--- src/hw/rtl/kdve_pkg.sv ---
package kdve_pkg;

    localparam int INTEGER_BITS_DEFAULT        = 32;
    localparam int MAX_FRACTION_DIGITS_DEFAULT = 9;

    localparam int BYTE_W      = 8;
    localparam int STATUS_W    = 2;
    localparam int INT_OUT_W   = 32;
    localparam int FRAC_W      = 30;
    localparam int COUNT_OUT_W = 4;
    localparam int MATCH_W     = 3;

    localparam logic [BYTE_W-1:0] CH_NUL   = 8'h00;
    localparam logic [BYTE_W-1:0] CH_TAB   = 8'h09;
    localparam logic [BYTE_W-1:0] CH_LF    = 8'h0a;
    localparam logic [BYTE_W-1:0] CH_VT    = 8'h0b;
    localparam logic [BYTE_W-1:0] CH_FF    = 8'h0c;
    localparam logic [BYTE_W-1:0] CH_CR    = 8'h0d;
    localparam logic [BYTE_W-1:0] CH_SPACE = 8'h20;
    localparam logic [BYTE_W-1:0] CH_PLUS  = 8'h2b;
    localparam logic [BYTE_W-1:0] CH_MINUS = 8'h2d;
    localparam logic [BYTE_W-1:0] CH_POINT = 8'h2e;
    localparam logic [BYTE_W-1:0] CH_ZERO  = 8'h30;
    localparam logic [BYTE_W-1:0] CH_NINE  = 8'h39;
    localparam logic [BYTE_W-1:0] CH_COLON = 8'h3a;

    typedef enum logic [2:0] {
        PH_SEARCH,
        PH_BLANKS,
        PH_COLON,
        PH_LEADWS,
        PH_SIGN,
        PH_INT,
        PH_FRAC,
        PH_DONE
    } t_phase;

    typedef enum logic [STATUS_W-1:0] {
        ST_FOUND,
        ST_NO_WORD,
        ST_NO_POINT,
        ST_NEGATIVE
    } t_status;

    typedef struct packed {
        logic [BYTE_W-1:0] text_byte;
        logic              end_of_buffer;
    } t_item;

    typedef struct packed {
        t_status                 status;
        logic [INT_OUT_W-1:0]    integer_part;
        logic [FRAC_W-1:0]       fraction_value;
        logic [COUNT_OUT_W-1:0]  fraction_digit_count;
        logic                    fraction_truncated;
    } t_result;

    // Characters of the word "bogomips".
    function automatic logic [BYTE_W-1:0] keyword_char(input logic [MATCH_W-1:0] idx);
        logic [BYTE_W-1:0] ch;
        case (idx)
            3'd0:    ch = 8'h62;
            3'd1:    ch = 8'h6f;
            3'd2:    ch = 8'h67;
            3'd3:    ch = 8'h6f;
            3'd4:    ch = 8'h6d;
            3'd5:    ch = 8'h69;
            3'd6:    ch = 8'h70;
            3'd7:    ch = 8'h73;
            default: ch = 8'h62;
        endcase
        return ch;
    endfunction

endpackage

--- src/hw/rtl/kdve_in_if.sv ---
interface kdve_in_if;
    logic                          valid;
    logic                          ready;
    logic [kdve_pkg::BYTE_W-1:0]   text_byte;
    logic                          end_of_buffer;

    modport source (output valid, output text_byte, output end_of_buffer, input ready);
    modport sink   (input valid, input text_byte, input end_of_buffer, output ready);
endinterface

--- src/hw/rtl/kdve_out_if.sv ---
interface kdve_out_if;
    logic                               valid;
    logic                               ready;
    logic [kdve_pkg::STATUS_W-1:0]      status;
    logic [kdve_pkg::INT_OUT_W-1:0]     integer_part;
    logic [kdve_pkg::FRAC_W-1:0]        fraction_value;
    logic [kdve_pkg::COUNT_OUT_W-1:0]   fraction_digit_count;
    logic                               fraction_truncated;

    modport source (
        output valid, output status, output integer_part, output fraction_value,
        output fraction_digit_count, output fraction_truncated, input ready
    );
    modport sink (
        input valid, input status, input integer_part, input fraction_value,
        input fraction_digit_count, input fraction_truncated, output ready
    );
endinterface

--- src/hw/rtl/kdve_in_stage.sv ---
module kdve_in_stage (
    input  logic            i_clk,
    input  logic            i_rst_n,
    kdve_in_if.sink         i_in,
    input  logic            i_take,
    output logic            o_valid,
    output kdve_pkg::t_item o_item
);

    logic            r_valid;
    kdve_pkg::t_item r_item;

    // The stage refills in the same cycle that the parser takes its beat.
    assign i_in.ready = !r_valid || i_take;

    always_ff @(posedge i_clk) begin
        if (!i_rst_n) begin
            r_valid <= 1'b0;
        end else if (i_in.ready) begin
            r_valid <= i_in.valid;
        end
    end

    always_ff @(posedge i_clk) begin
        if (i_in.valid && i_in.ready) begin
            r_item.text_byte     <= i_in.text_byte;
            r_item.end_of_buffer <= i_in.end_of_buffer;
        end
    end

    assign o_valid = r_valid;
    assign o_item  = r_item;

endmodule

--- src/hw/rtl/kdve_parser.sv ---
module kdve_parser #(
    parameter int INTEGER_BITS        = kdve_pkg::INTEGER_BITS_DEFAULT,
    parameter int MAX_FRACTION_DIGITS = kdve_pkg::MAX_FRACTION_DIGITS_DEFAULT
) (
    input  logic              i_clk,
    input  logic              i_rst_n,
    input  logic              i_step,
    input  kdve_pkg::t_item   i_item,
    output logic              o_emit,
    output kdve_pkg::t_result o_result
);

    localparam int IW = INTEGER_BITS + 4;
    localparam int CW = $clog2(MAX_FRACTION_DIGITS + 1);
    localparam int FW = kdve_pkg::FRAC_W;
    localparam int MW = kdve_pkg::MATCH_W;

    function automatic logic is_space(input logic [kdve_pkg::BYTE_W-1:0] c);
        return c == kdve_pkg::CH_SPACE || c == kdve_pkg::CH_TAB || c == kdve_pkg::CH_LF ||
               c == kdve_pkg::CH_VT || c == kdve_pkg::CH_FF || c == kdve_pkg::CH_CR;
    endfunction

    function automatic logic is_digit(input logic [kdve_pkg::BYTE_W-1:0] c);
        return c >= kdve_pkg::CH_ZERO && c <= kdve_pkg::CH_NINE;
    endfunction

    kdve_pkg::t_phase         r_phase, n_phase, w_phase;
    logic [MW-1:0]            r_match, n_match, w_match;
    logic [INTEGER_BITS-1:0]  r_int_acc, n_int_acc, w_int_acc;
    logic [FW-1:0]            r_frac_acc, n_frac_acc, w_frac_acc;
    logic [CW-1:0]            r_frac_cnt, n_frac_cnt, w_frac_cnt;
    logic                     r_negative, n_negative, w_negative;
    logic                     r_truncated, n_truncated, w_truncated;

    logic [kdve_pkg::BYTE_W-1:0] w_c;
    logic                        w_last;
    logic [3:0]                  w_digit;
    logic [IW-1:0]               w_int_mul;
    logic [INTEGER_BITS-1:0]     w_int_next;
    logic [FW-1:0]               w_frac_next;
    logic [MW-1:0]               w_restart;
    logic                        w_take_emit;
    logic                        w_emit;
    kdve_pkg::t_status           w_code;
    kdve_pkg::t_status           w_status;

    assign w_c     = i_item.text_byte;
    assign w_last  = i_item.end_of_buffer;
    assign w_digit = 4'(w_c - kdve_pkg::CH_ZERO);

    // Multiply by ten with saturation: any carry above the integer width saturates.
    assign w_int_mul  = (IW'(r_int_acc) << 3) + (IW'(r_int_acc) << 1) + IW'(w_digit);
    assign w_int_next = (w_int_mul[IW-1:INTEGER_BITS] != '0) ? '1
                                                             : w_int_mul[INTEGER_BITS-1:0];
    // The fraction accumulator is only FRAC_W bits wide, the width of the output field, so it wraps there.
    assign w_frac_next = (r_frac_acc << 3) + (r_frac_acc << 1) + FW'(w_digit);
    assign w_restart   = (w_c == kdve_pkg::keyword_char('0)) ? MW'(1) : '0;

    // Effect of the byte itself on the parse state.
    always_comb begin
        w_phase     = r_phase;
        w_match     = r_match;
        w_int_acc   = r_int_acc;
        w_frac_acc  = r_frac_acc;
        w_frac_cnt  = r_frac_cnt;
        w_negative  = r_negative;
        w_truncated = r_truncated;
        w_take_emit = 1'b0;
        if (w_c != kdve_pkg::CH_NUL) begin
            case (r_phase)
                kdve_pkg::PH_SEARCH: begin
                    if (w_c == kdve_pkg::keyword_char(r_match)) begin
                        if (r_match == MW'(7)) begin
                            w_match = '0;
                            w_phase = kdve_pkg::PH_BLANKS;
                        end else begin
                            w_match = r_match + MW'(1);
                        end
                    end else begin
                        w_match = w_restart;
                    end
                end
                kdve_pkg::PH_BLANKS: begin
                    if (w_c == kdve_pkg::CH_COLON) begin
                        w_phase = kdve_pkg::PH_COLON;
                    end else if (w_c != kdve_pkg::CH_SPACE && w_c != kdve_pkg::CH_TAB) begin
                        w_phase = kdve_pkg::PH_SEARCH;
                        w_match = w_restart;
                    end
                end
                kdve_pkg::PH_COLON, kdve_pkg::PH_LEADWS: begin
                    if (is_space(w_c)) begin
                        w_phase = kdve_pkg::PH_LEADWS;
                    end else if (w_c == kdve_pkg::CH_PLUS || w_c == kdve_pkg::CH_MINUS) begin
                        w_negative = (w_c == kdve_pkg::CH_MINUS);
                        w_phase    = kdve_pkg::PH_SIGN;
                    end else if (is_digit(w_c)) begin
                        w_int_acc = w_int_next;
                        w_phase   = kdve_pkg::PH_INT;
                    end else if (w_c == kdve_pkg::CH_POINT && r_phase == kdve_pkg::PH_COLON) begin
                        w_phase = kdve_pkg::PH_FRAC;
                    end else begin
                        w_take_emit = 1'b1;
                    end
                end
                kdve_pkg::PH_SIGN: begin
                    if (is_digit(w_c)) begin
                        w_int_acc = w_int_next;
                        w_phase   = kdve_pkg::PH_INT;
                    end else begin
                        w_take_emit = 1'b1;
                    end
                end
                kdve_pkg::PH_INT: begin
                    if (is_digit(w_c)) begin
                        w_int_acc = w_int_next;
                    end else if (w_c == kdve_pkg::CH_POINT) begin
                        w_phase = kdve_pkg::PH_FRAC;
                    end else begin
                        w_take_emit = 1'b1;
                    end
                end
                kdve_pkg::PH_FRAC: begin
                    if (is_digit(w_c)) begin
                        if (r_frac_cnt < CW'(MAX_FRACTION_DIGITS)) begin
                            w_frac_acc = w_frac_next;
                            w_frac_cnt = r_frac_cnt + CW'(1);
                        end else begin
                            w_truncated = 1'b1;
                        end
                    end else begin
                        w_take_emit = 1'b1;
                    end
                end
                default: begin
                end
            endcase
        end
    end

    // Result: either the byte ends the number, or the text ends here.
    always_comb begin
        w_emit = 1'b0;
        w_code = kdve_pkg::ST_NO_POINT;
        if (w_take_emit) begin
            w_emit = 1'b1;
            w_code = (r_phase == kdve_pkg::PH_FRAC) ? kdve_pkg::ST_FOUND
                                                    : kdve_pkg::ST_NO_POINT;
        end else if (w_c == kdve_pkg::CH_NUL || w_last) begin
            case (w_phase)
                kdve_pkg::PH_SEARCH, kdve_pkg::PH_BLANKS: begin
                    w_emit = 1'b1;
                    w_code = kdve_pkg::ST_NO_WORD;
                end
                kdve_pkg::PH_FRAC: begin
                    w_emit = 1'b1;
                    w_code = kdve_pkg::ST_FOUND;
                end
                kdve_pkg::PH_DONE: begin
                    w_emit = 1'b0;
                end
                default: begin
                    w_emit = 1'b1;
                    w_code = kdve_pkg::ST_NO_POINT;
                end
            endcase
        end

        w_status = w_code;
        if (w_code == kdve_pkg::ST_FOUND && w_negative && w_int_acc != '0) begin
            w_status = kdve_pkg::ST_NEGATIVE;
        end

        o_emit          = w_emit;
        o_result.status = w_status;
        if (w_status == kdve_pkg::ST_FOUND) begin
            o_result.integer_part         = kdve_pkg::INT_OUT_W'(w_int_acc);
            o_result.fraction_value       = w_frac_acc;
            o_result.fraction_digit_count = kdve_pkg::COUNT_OUT_W'(w_frac_cnt);
            o_result.fraction_truncated   = w_truncated;
        end else begin
            o_result.integer_part         = '0;
            o_result.fraction_value       = '0;
            o_result.fraction_digit_count = '0;
            o_result.fraction_truncated   = 1'b0;
        end
    end

    // Next state: an emitted result parks the parser in PH_DONE; the last byte of a buffer returns everything to reset.
    always_comb begin
        n_phase     = w_emit ? kdve_pkg::PH_DONE : w_phase;
        n_match     = w_match;
        n_int_acc   = w_int_acc;
        n_frac_acc  = w_frac_acc;
        n_frac_cnt  = w_frac_cnt;
        n_negative  = w_negative;
        n_truncated = w_truncated;
        if (w_last) begin
            n_phase     = kdve_pkg::PH_SEARCH;
            n_match     = '0;
            n_int_acc   = '0;
            n_frac_acc  = '0;
            n_frac_cnt  = '0;
            n_negative  = 1'b0;
            n_truncated = 1'b0;
        end
    end

    always_ff @(posedge i_clk) begin
        if (!i_rst_n) begin
            r_phase     <= kdve_pkg::PH_SEARCH;
            r_match     <= '0;
            r_int_acc   <= '0;
            r_frac_acc  <= '0;
            r_frac_cnt  <= '0;
            r_negative  <= 1'b0;
            r_truncated <= 1'b0;
        end else if (i_step) begin
            r_phase     <= n_phase;
            r_match     <= n_match;
            r_int_acc   <= n_int_acc;
            r_frac_acc  <= n_frac_acc;
            r_frac_cnt  <= n_frac_cnt;
            r_negative  <= n_negative;
            r_truncated <= n_truncated;
        end
    end

endmodule

--- src/hw/rtl/kdve_out_reg.sv ---
module kdve_out_reg (
    input  logic              i_clk,
    input  logic              i_rst_n,
    input  logic              i_load,
    input  kdve_pkg::t_result i_result,
    output logic              o_space,
    kdve_out_if.source        o_out
);

    logic              r_valid;
    kdve_pkg::t_result r_result;

    // A new result may enter in the cycle that the held one leaves.
    assign o_space = !r_valid || o_out.ready;

    always_ff @(posedge i_clk) begin
        if (!i_rst_n) begin
            r_valid <= 1'b0;
        end else if (o_space) begin
            r_valid <= i_load;
        end
    end

    always_ff @(posedge i_clk) begin
        if (o_space && i_load) begin
            r_result <= i_result;
        end
    end

    assign o_out.valid                = r_valid;
    assign o_out.status               = r_result.status;
    assign o_out.integer_part         = r_result.integer_part;
    assign o_out.fraction_value       = r_result.fraction_value;
    assign o_out.fraction_digit_count = r_result.fraction_digit_count;
    assign o_out.fraction_truncated   = r_result.fraction_truncated;

endmodule

--- src/hw/rtl/keyword_decimal_value_extractor.sv ---
// Scans a text buffer for the word "bogomips" followed by optional blanks, a colon
// and a decimal number, and returns that number as integer part, fraction digits
// and digit count, or a status code when no usable value is found.
// Input channel i_in: one text byte per beat, end_of_buffer marks the last byte.
// Output channel o_out: at most one result beat per buffer.
// Throughput is one byte per cycle while results are taken; the parse state is updated once per byte by a
// single level of logic around a multiply by ten built from shifts and adds.
// The beat that causes a result is first registered in the input register; the result is
// then registered in the result register, which drives o_out.
// While the receiver stalls, one more byte is taken into the input register;
// further bytes are held off until the waiting result is taken.
// A byte with end_of_buffer set returns the parser to its reset state, so the next
// beat starts a new buffer. Reset is synchronous; it empties both registers and
// puts the parser into the keyword search.
module keyword_decimal_value_extractor #(
    parameter int INTEGER_BITS        = kdve_pkg::INTEGER_BITS_DEFAULT,
    parameter int MAX_FRACTION_DIGITS = kdve_pkg::MAX_FRACTION_DIGITS_DEFAULT
) (
    input  logic       i_clk,
    input  logic       i_rst_n,
    kdve_in_if.sink    i_in,
    kdve_out_if.source o_out
);

    logic              w_in_valid;
    kdve_pkg::t_item   w_item;
    logic              w_space;
    logic              w_take;
    logic              w_emit;
    kdve_pkg::t_result w_result;

    assign w_take = w_in_valid && w_space;

    kdve_in_stage u_in_stage (
        .i_clk   (i_clk),
        .i_rst_n (i_rst_n),
        .i_in    (i_in),
        .i_take  (w_take),
        .o_valid (w_in_valid),
        .o_item  (w_item)
    );

    kdve_parser #(
        .INTEGER_BITS        (INTEGER_BITS),
        .MAX_FRACTION_DIGITS (MAX_FRACTION_DIGITS)
    ) u_parser (
        .i_clk    (i_clk),
        .i_rst_n  (i_rst_n),
        .i_step   (w_take),
        .i_item   (w_item),
        .o_emit   (w_emit),
        .o_result (w_result)
    );

    kdve_out_reg u_out_reg (
        .i_clk    (i_clk),
        .i_rst_n  (i_rst_n),
        .i_load   (w_take && w_emit),
        .i_result (w_result),
        .o_space  (w_space),
        .o_out    (o_out)
    );

`ifndef SYNTHESIS
    a_value_fields_zero: assert property (@(posedge i_clk) disable iff (!i_rst_n)
        o_out.valid && o_out.status != kdve_pkg::ST_FOUND |->
            o_out.integer_part == '0 && o_out.fraction_value == '0 &&
            o_out.fraction_digit_count == '0 && !o_out.fraction_truncated)
        else $error("value fields set on a result without a value");

    a_truncated_full: assert property (@(posedge i_clk) disable iff (!i_rst_n)
        o_out.valid && o_out.fraction_truncated |->
            o_out.fraction_digit_count == kdve_pkg::COUNT_OUT_W'(MAX_FRACTION_DIGITS))
        else $error("fraction truncated before the digit limit was reached");

    a_result_needs_beat: assert property (@(posedge i_clk) disable iff (!i_rst_n)
        $rose(o_out.valid) |-> $past(w_in_valid))
        else $error("result appeared without a byte in the input register");
`endif

endmodule
--- src/flat_wrapper.sv ---
// flat-port wrapper written by rule: the top's interface ports become plain ports
module keyword_decimal_value_extractor_flat 
#(
    parameter int INTEGER_BITS        = kdve_pkg::INTEGER_BITS_DEFAULT,
    parameter int MAX_FRACTION_DIGITS = kdve_pkg::MAX_FRACTION_DIGITS_DEFAULT
)
  (i_clk, i_rst_n, i_in_valid, i_in_text_byte, i_in_end_of_buffer, i_in_ready, o_out_valid, o_out_status, o_out_integer_part, o_out_fraction_value, o_out_fraction_digit_count, o_out_fraction_truncated, o_out_ready);
  kdve_in_if i_in_i ();
  kdve_out_if o_out_i ();
  input  logic i_clk;
  input  logic i_rst_n;
  input wire logic [$bits(i_in_i.valid)-1:0] i_in_valid;
  input wire logic [$bits(i_in_i.text_byte)-1:0] i_in_text_byte;
  input wire logic [$bits(i_in_i.end_of_buffer)-1:0] i_in_end_of_buffer;
  output wire logic [$bits(i_in_i.ready)-1:0] i_in_ready;
  output wire logic [$bits(o_out_i.valid)-1:0] o_out_valid;
  output wire logic [$bits(o_out_i.status)-1:0] o_out_status;
  output wire logic [$bits(o_out_i.integer_part)-1:0] o_out_integer_part;
  output wire logic [$bits(o_out_i.fraction_value)-1:0] o_out_fraction_value;
  output wire logic [$bits(o_out_i.fraction_digit_count)-1:0] o_out_fraction_digit_count;
  output wire logic [$bits(o_out_i.fraction_truncated)-1:0] o_out_fraction_truncated;
  input wire logic [$bits(o_out_i.ready)-1:0] o_out_ready;
  assign i_in_i.valid = i_in_valid;
  assign i_in_i.text_byte = i_in_text_byte;
  assign i_in_i.end_of_buffer = i_in_end_of_buffer;
  assign i_in_ready = i_in_i.ready;
  assign o_out_valid = o_out_i.valid;
  assign o_out_status = o_out_i.status;
  assign o_out_integer_part = o_out_i.integer_part;
  assign o_out_fraction_value = o_out_i.fraction_value;
  assign o_out_fraction_digit_count = o_out_i.fraction_digit_count;
  assign o_out_fraction_truncated = o_out_i.fraction_truncated;
  assign o_out_i.ready = o_out_ready;
  keyword_decimal_value_extractor #(.INTEGER_BITS(INTEGER_BITS), .MAX_FRACTION_DIGITS(MAX_FRACTION_DIGITS)) u_core (.i_clk(i_clk), .i_rst_n(i_rst_n), .i_in(i_in_i), .o_out(o_out_i));
endmodule
--- config.mk ---
export PLATFORM = sky130hd
export DESIGN_NAME = keyword_decimal_value_extractor_flat
export DESIGN_NICKNAME = d
export VERILOG_FILES = /design/src/hw/rtl/kdve_pkg.sv /design/src/hw/rtl/kdve_in_if.sv /design/src/hw/rtl/kdve_out_if.sv /design/src/hw/rtl/kdve_in_stage.sv /design/src/hw/rtl/kdve_parser.sv /design/src/hw/rtl/kdve_out_reg.sv /design/src/hw/rtl/keyword_decimal_value_extractor.sv /design/src/flat_wrapper.sv
export SDC_FILE = /design/constraint.sdc
export NUM_CORES = 1
export LEC_CHECK = 0
export BUFFER_PORTS_ARGS = -buffer_cell sky130_fd_sc_hd__clkbuf_2
export CORE_ASPECT_RATIO = 0.9
export CORE_MARGIN = 10
export CORE_UTILIZATION = 46
export DETAILED_ROUTE_END_ITERATION = 7
export SLEW_MARGIN = 20
export SYNTH_ARGS = -nofsm -noshare
export SYNTH_HDL_FRONTEND = slang
export SYNTH_SLANG_ARGS = --single-unit
--- constraint.sdc ---
create_clock -name i_clk -period 6.1 [get_ports i_clk]
set_input_delay 0.305 -clock i_clk [delete_from_list [all_inputs] [get_ports i_clk]]
set_output_delay 0.305 -clock i_clk [all_outputs]
set_load 0.01 [all_outputs]
Yosys cells after proc, flatten, opt, wreduce, memory -nomap -nowiden
Memory sizes are Yosys's and may differ from the RTL's. A register that Yosys moved wholly into a read port is not among the register bits. Cells that the tools add are included.

Flip-flop bits (word level): 154. ROM bits: 40. Input bits: 13. Output and inout bits: 71. Word-level logic and storage cells: 159. Memories kept: 1.

Add/sub/neg operators: 7. Order comparisons: 3. Equal/unequal tests: 26. Multiplexer cells: 71. Reduce and logical (&&, ||, !) cells: 35.

Memory list: (name not given) (words 8, bits a word 5, read ports 1, clocked after memory_dff 1, wr ports 0, RTL line kdve_pkg.sv:61) `case (idx)`.

Operators with widths (count): 32-bit two-way mux (6); 30-bit two-way mux (5); 3-bit two-way mux (22); 32-bit case mux with 2 select lines (1); 8-bit by 4-bit equality test with 1-bit output (second input constant) (5); 8-bit by 6-bit equality test with 1-bit output (second input constant) (5); 35-bit by 33-bit adder with 36-bit output (1); 36-bit by 4-bit adder with 36-bit output (1); 32-bit nonzero test (1); 30-bit adder (1); 30-bit by 4-bit adder with 30-bit output (1); 1-bit two-way mux (22); 4-bit two-way mux (5); 3-bit equality test (second input constant) (6); 8-bit two-way mux (2); 3-bit case mux with 5 select lines (1); 1-bit logical AND (9); 1-bit logical OR (9); 8-bit by 7-bit equality test with 1-bit output (second input constant) (1); 8-bit equality test (1); 8-bit by 6-bit >= comparator with 1-bit output (second input constant) (1); 8-bit by 6-bit <= comparator with 1-bit output (second input constant) (1); 8-bit zero test (1); 2-bit two-way mux (4); 21 further kinds (30).

Longest topological paths before layout
Depth in word-level cells: 19. Mapped depth: 18.

Hierarchy
A second synthesis with hierarchy kept.

Cells, all modules: 1358. Area, all modules: 11867.6 um2.

By module, submodules not included: kdve_parser (instances 1, cells an instance 1268, area an instance 9397.8 um2); kdve_out_reg (instances 1, cells an instance 74, area an instance 2129.5 um2); kdve_in_stage (instances 1, cells an instance 14, area an instance 327.8 um2); keyword_decimal_value_extractor (instances 1, cells an instance 2, area an instance 12.5 um2).

Least setup slack after synthesis
No wires, ideal clock.

Kind: register -> register. Start point: register u_core.u_in_stage.r_item (netlist bit u_core.u_in_stage.o_item[5]). End point: register u_core.u_out_reg.r_result (netlist bit u_core.u_out_reg.o_out.fraction_digit_count[0]) (enable). Setup time: 0.521 ns. Data arrival time: 5.094 ns. Data required time: 5.579 ns. Path slack: 0.485 ns. Stages on the path, launching flop included: 8. Period minus slack after synthesis: 5.615 ns. Path through: edfxtp_1 > and4bb_1 > nand2_1 > clkbuf_1 > o211ai_1 > o41ai_1 > nand2_1 > a21oi_1.

Longest elaborated chain between the ends: 15. Elaborated cells on any way between the ends: 54.

Ends and longest elaborated chain: start: declaration (RTL line kdve_in_stage.sv:11) `kdve_pkg::t_item r_item;`; branches (longest 12 deep; another with 8-bit by 6-bit >= comparator with 1-bit output); 1-bit two-way mux (*) (RTL line kdve_parser.sv:145) `if (w_take_emit) begin`; 1-bit logical AND (*) (RTL line keyword_decimal_value_extractor.sv:58) `.i_load (w_take && w_emit),`; 1-bit logical AND (*) (RTL line kdve_out_reg.sv:25) `if (o_space && i_load) begin`; end signal: assignment (RTL line kdve_out_reg.sv:26) `r_result <= i_result;`; end: declaration (RTL line kdve_out_reg.sv:11) `kdve_pkg::t_result r_result;`.

Mark *: on every way between the ends. A chain may end at the register's enable or synchronous reset.

Worst setup path in the final report
Start point: register u_core.u_parser.r_int_acc[0]. End point: register u_core.u_out_reg.r_result (netlist bit u_core.u_out_reg.o_out.fraction_value[15]), data pin.

Longest elaborated chain between the ends: 13.

Ends and longest elaborated chain: start: declaration (RTL line kdve_parser.sv:29) `logic [INTEGER_BITS-1:0] r_int_acc, n_int_acc, w_int_acc;`; start signal: assignment (RTL line kdve_parser.sv:221) `r_int_acc <= n_int_acc;`; 35-bit by 33-bit adder with 36-bit output (RTL line kdve_parser.sv:52) `assign w_int_mul = (IW'(r_int_acc) << 3) + (IW'(r_int_acc) << 1) + IW'(w_digit);`; 36-bit by 4-bit adder with 36-bit output (RTL line kdve_parser.sv:52); 4-bit nonzero test (RTL line kdve_parser.sv:53) `assign w_int_next = (w_int_mul[IW-1:INTEGER_BITS] != '0) ? '1`; 32-bit two-way mux (RTL line kdve_parser.sv:53); 32-bit two-way mux (RTL line kdve_parser.sv:97, kdve_parser.sv:107, kdve_parser.sv:115); 32-bit two-way mux (RTL line kdve_parser.sv:94) `end else if (w_c == kdve_pkg::CH_PLUS || w_c == kdve_pkg::CH_MINUS) begin`; 32-bit two-way mux (RTL line kdve_parser.sv:92) `if (is_space(w_c)) begin`; 32-bit case mux with 2 select lines (RTL line kdve_parser.sv:70) `case (r_phase)`; 32-bit two-way mux (*) (RTL line kdve_parser.sv:69) `if (w_c != kdve_pkg::CH_NUL) begin`; 32-bit nonzero test (*) (RTL line kdve_parser.sv:170) `if (w_code == kdve_pkg::ST_FOUND && w_negative && w_int_acc != '0) begin`; 1-bit logical AND (*) (RTL line kdve_parser.sv:170); 2-bit two-way mux (*) (RTL line kdve_parser.sv:170); 2-bit zero test (*) (RTL line kdve_parser.sv:176) `if (w_status == kdve_pkg::ST_FOUND) begin`.

Mark *: on every way between the ends. The rest lies on a longest branch, timed or not.

==> results by group <==
Detailed routing
  – Vias per cell: 6.16
  – Initial DRC Count: 1,012
  – WL final: 36.6 mm
  – Post-DR wirelength/cell: 20.9 um
  – Post-route DRC: 0
  – Antenna-violating nets left: 0
  – Via Count: 10.8k
  – First-pass iteration count of the detailed router: 7

Timing
  – Final period util: 0.916
  – Max_slew headroom: 0.254
  – Max Clk Rate: 0.179 GHz
  – Post-route setup slack: slightly above 500 ps
  – Hold Fails Final Rpt: 0
  – Clock Skews: between 10 and 15 ps
  – Max-slew violations: 0
  – Final setup fails: 0
  – Unrepaired setup endpoints after global routing: no
  – Worst-Margin Slew: 1110 ps
  – Final min period: 5590 ps
  – Final TNS setup: 0 ps

Yosys
  – Most used DFF post-synth: dfxtp_1
  – Seq/Total Area, Yosys: 0.332
  – Net count after synthesis: 1,485
  – Post-Syn Instances: 1,347
  – Syn Area/Cell: 8.87 sq um
  – Syn. warnings: 0
  – Ys async rst share: 0
  – FF+latch count, synth: between 150 and 200
  – Synth Cell Area: between 10,000 and 15,000 sq um
  – Number of synthesized flops with an enable pin: 78
  – Cell variety after synth: 86

CTS
  – Cts hold-fix bufs: 0
  – Clock root cell: clkbuf_16
  – Reg clk slew, reported paths: 70 ps
  – Post CTS Setup Buffer Count: 0
  – Sink Count: 159
  – Total CTS buffers: 17
  – CTS tree: yes
  – Htree depth: 4
  – Clock latency on the worst-skew pair: 440 ps
  – Deepest clock path buffer count: 2
  – Post-cts sizing count: 0

Layout
  – Design area: 13,300 sq um
  – Area of the multi-input gates: 7540 sq um
  – Area growth syn-to-layout: 11.0%
  – Flip-flop and latch area: 3960 sq um
  – Fill cells: 2,444
  – Share of cells above drive strength 1: 0.142
  – # diodes: 0
  – Layout Nets: 1,532

Critical path
  – WS Path Type: flip-flop to flip-flop
  – Worst Path Max Fanout: 13
  – CP Launch Type: flip-flop
  – Critical Path AT: 5860 ps
  – CP endpoint kind: flip-flop
  – CP required: around 6400 ps

Flow run
  – Max Cap Violations: 0

Floorplan
  – Initial core utilization: 0.472
  – Die width: 190 um
  – Rows: 55
  – Ports: 84
  – Die ar.: about 33,000 sq um
  – Die height: around 170 um
  – Core area: around 25,000 sq um

Pwr
  – Pwr Total: about 0.0023 W
  – Pwr dens: 174 nW/um^2
  – Leakage: between 5 and 6 nW
  – Max IR drop VDD: 173 uV

Global routing
  – Initial antenna violation count: 0
  – Grt total ovfl: 0
  – Vias in the first global route: 10.0k
  – First-pass GRT wire length: between 50 and 60 mm
  – Largest net degree at the start of global routing: 58
  – GRT Util Overall: 0.218

Place
  – Placed inst area: 12,700 sq um
  – HPWL after DPL: 27.2 mm
  – Routability Congestion: between 0.9 and 1
  – Port Buffers: 83
  – Worst slack, placed: 591 ps

Outcome
  – Status: complete, no violations

Min path
  – Min-delay worst type: input port to flip-flop
placed cells by master (no fill, tap or decap), drive strengths merged, types with 7 or more instances in the layout:
cell type	Yosys	routed
ha	121	121
nor2	119	119
nand2	107	107
o21ai	107	107
clkbuf	67	103
dfxtp	81	81
a21oi	81	81
edfxtp	78	78
nor3	40	40
xnor2	39	39
inv	34	39
nor2b	38	38
a22oi	30	30
and2	28	28
nand3	27	27
buf	15	27
nor4	22	22
a21o	21	21
xor2	19	19
a211oi	19	19
nand4	16	16
o21a	16	16
mux2i	16	16
and3	14	14
o22ai	13	13
or3	11	11
o31ai	11	11
o221a	10	10
a31oi	9	9
o21bai	9	9
a2bb2oi	8	8
o31a	8	8
a41oi	8	8
nand2b	8	8
or2	8	8
a2111oi	7	7
worst max-delay path, stage by stage (launching register included):
cell	delay [ps]
dfxtp_1	420
inv_1	120
fa_1	590
inv_1	50
ha_1	300
a211oi_1	230
o21ai_1	160
o311a_1	420
a21oi_2	240
o311ai_0	170
a311oi_2	360
o221ai_2	290
or4_1	570
a211oi_1	490
nand4_1	460
buf_4	360
o21ai_0	180
state kept, by name (all words and copies together), names as in the netlist, named ones only:
signal,cells
u_core.u_out_reg.o_out.integer_part,32
u_core.u_parser.r_int_acc,32
u_core.u_out_reg.o_out.fraction_value,30
u_core.u_parser.r_frac_acc,30
u_core.u_in_stage.o_item,9
u_core.u_out_reg.o_out.fraction_digit_count,4
u_core.u_parser.r_frac_cnt,4
u_core.u_parser.r_match,3
u_core.u_parser.r_phase,3
u_core.u_out_reg.o_out.status,2
u_core.u_in_stage.o_valid,1
u_core.u_out_reg.o_out.fraction_truncated,1
u_core.u_out_reg.o_out.valid,1
u_core.u_parser.r_negative,1
u_core.u_parser.r_truncated,1
power by group:
group,switching [W],internal [W],total (W),leakage (nW)
Sequential,0.00000851,0.00113,0.00113,1.48
Combinational,0.0000771,0.0000301,0.000107,3.79
Clock,0.000472,0.000597,0.00107,0.279
routing by layer:
layer	track usage	share of wire
met1	0.323	0.48
met3	0.0451	0.073
met2	0.312	0.43
met5	0	0
met4	0.0558	0.015
Yosys cell counts (all sizes together), types with 6 or more instances:
| library cell | n | area, sq um |
|---|---|---|
| a2111oi | 7 | 98.9 |
| a211oi | 19 | 143 |
| a21o | 21 | 159 |
| a21oi | 81 | 409 |
| a22oi | 30 | 225 |
| a2bb2oi | 8 | 70.1 |
| a31oi | 9 | 56.3 |
| a41oi | 8 | 70.1 |
| and2 | 28 | 175 |
| and3 | 14 | 87.6 |
| buf | 15 | 95.1 |
| clkbuf | 67 | 251 |
| dfxtp | 81 | 1620 |
| edfxtp | 78 | 2340 |
| ha | 121 | 1510 |
| inv | 34 | 128 |
| mux2i | 16 | 160 |
| nand2 | 107 | 402 |
| nand2b | 8 | 50.1 |
| nand3 | 27 | 135 |
| nand4 | 16 | 100 |
| nor2 | 119 | 449 |
| nor2b | 38 | 238 |
| nor3 | 40 | 205 |
| nor4 | 22 | 246 |
| o2111ai | 6 | 52.6 |
| o211ai | 6 | 45.0 |
| o21a | 16 | 120 |
| o21ai | 107 | 536 |
| o21bai | 9 | 67.6 |
| o221a | 10 | 113 |
| o22ai | 13 | 81.3 |
| o31a | 8 | 70.1 |
| o31ai | 11 | 87.6 |
| o41ai | 6 | 67.6 |
| or2 | 8 | 50.1 |
| or3 | 11 | 68.8 |
| xnor2 | 39 | 342 |
| xor2 | 19 | 166 |
cells by family (layout without fill, tap and decap cells):
kind of cell             count (synthesis)  count (layout)  share of synthesized area
AO/OA/AOI/OAI                          413             413                      0.238
XOR/XNOR                                58              58                     0.0425
adder cells (fa/ha/maj)                125             125                      0.133
buffers and inverters                  116             176                     0.0397
flip-flops                             159             159                      0.332
multiplexers                            18              18                     0.0153
AND/OR/NAND/NOR                        458             458                      0.199
final timing paths:
check                               start                                         to  slack [ps]  cells after the start
max reg2reg  u_core.u_parser.r_int_acc[0]  u_core.u_out_reg.o_out.fraction_value[15]         510                     16
min                     i_in_text_byte[6]                u_core.u_in_stage.o_item[7]          40                      1
max          u_core.u_parser.r_int_acc[0]  u_core.u_out_reg.o_out.fraction_value[15]         510                     16
min reg2reg   u_core.u_parser.r_truncated                u_core.u_parser.r_truncated         480                      2
per-stage QoR:
step	utilization	hold slack, ps	instances
2_1_floorplan	-	404	1347
3_3_place_gp	0.501	451	1717
3_5_place_dp	0.501	460	1717
4_1_cts	0.524	32.7	1749
5_1_grt	0.524	28.4	1749
6_report	0.524	38.0	1749
area by class of cell:
type / count / share of cell area
multi-input combinational: 1072 / 0.569
sequential: 159 / 0.299
timing repair buffer: 110 / 0.0466
clock buffer: 20 / 0.0345
tap: 342 / 0.0323
inverter: 34 / 0.00962
clock inverter: 12 / 0.00953
No activity file was read; power rests on OpenSTA's default activity.
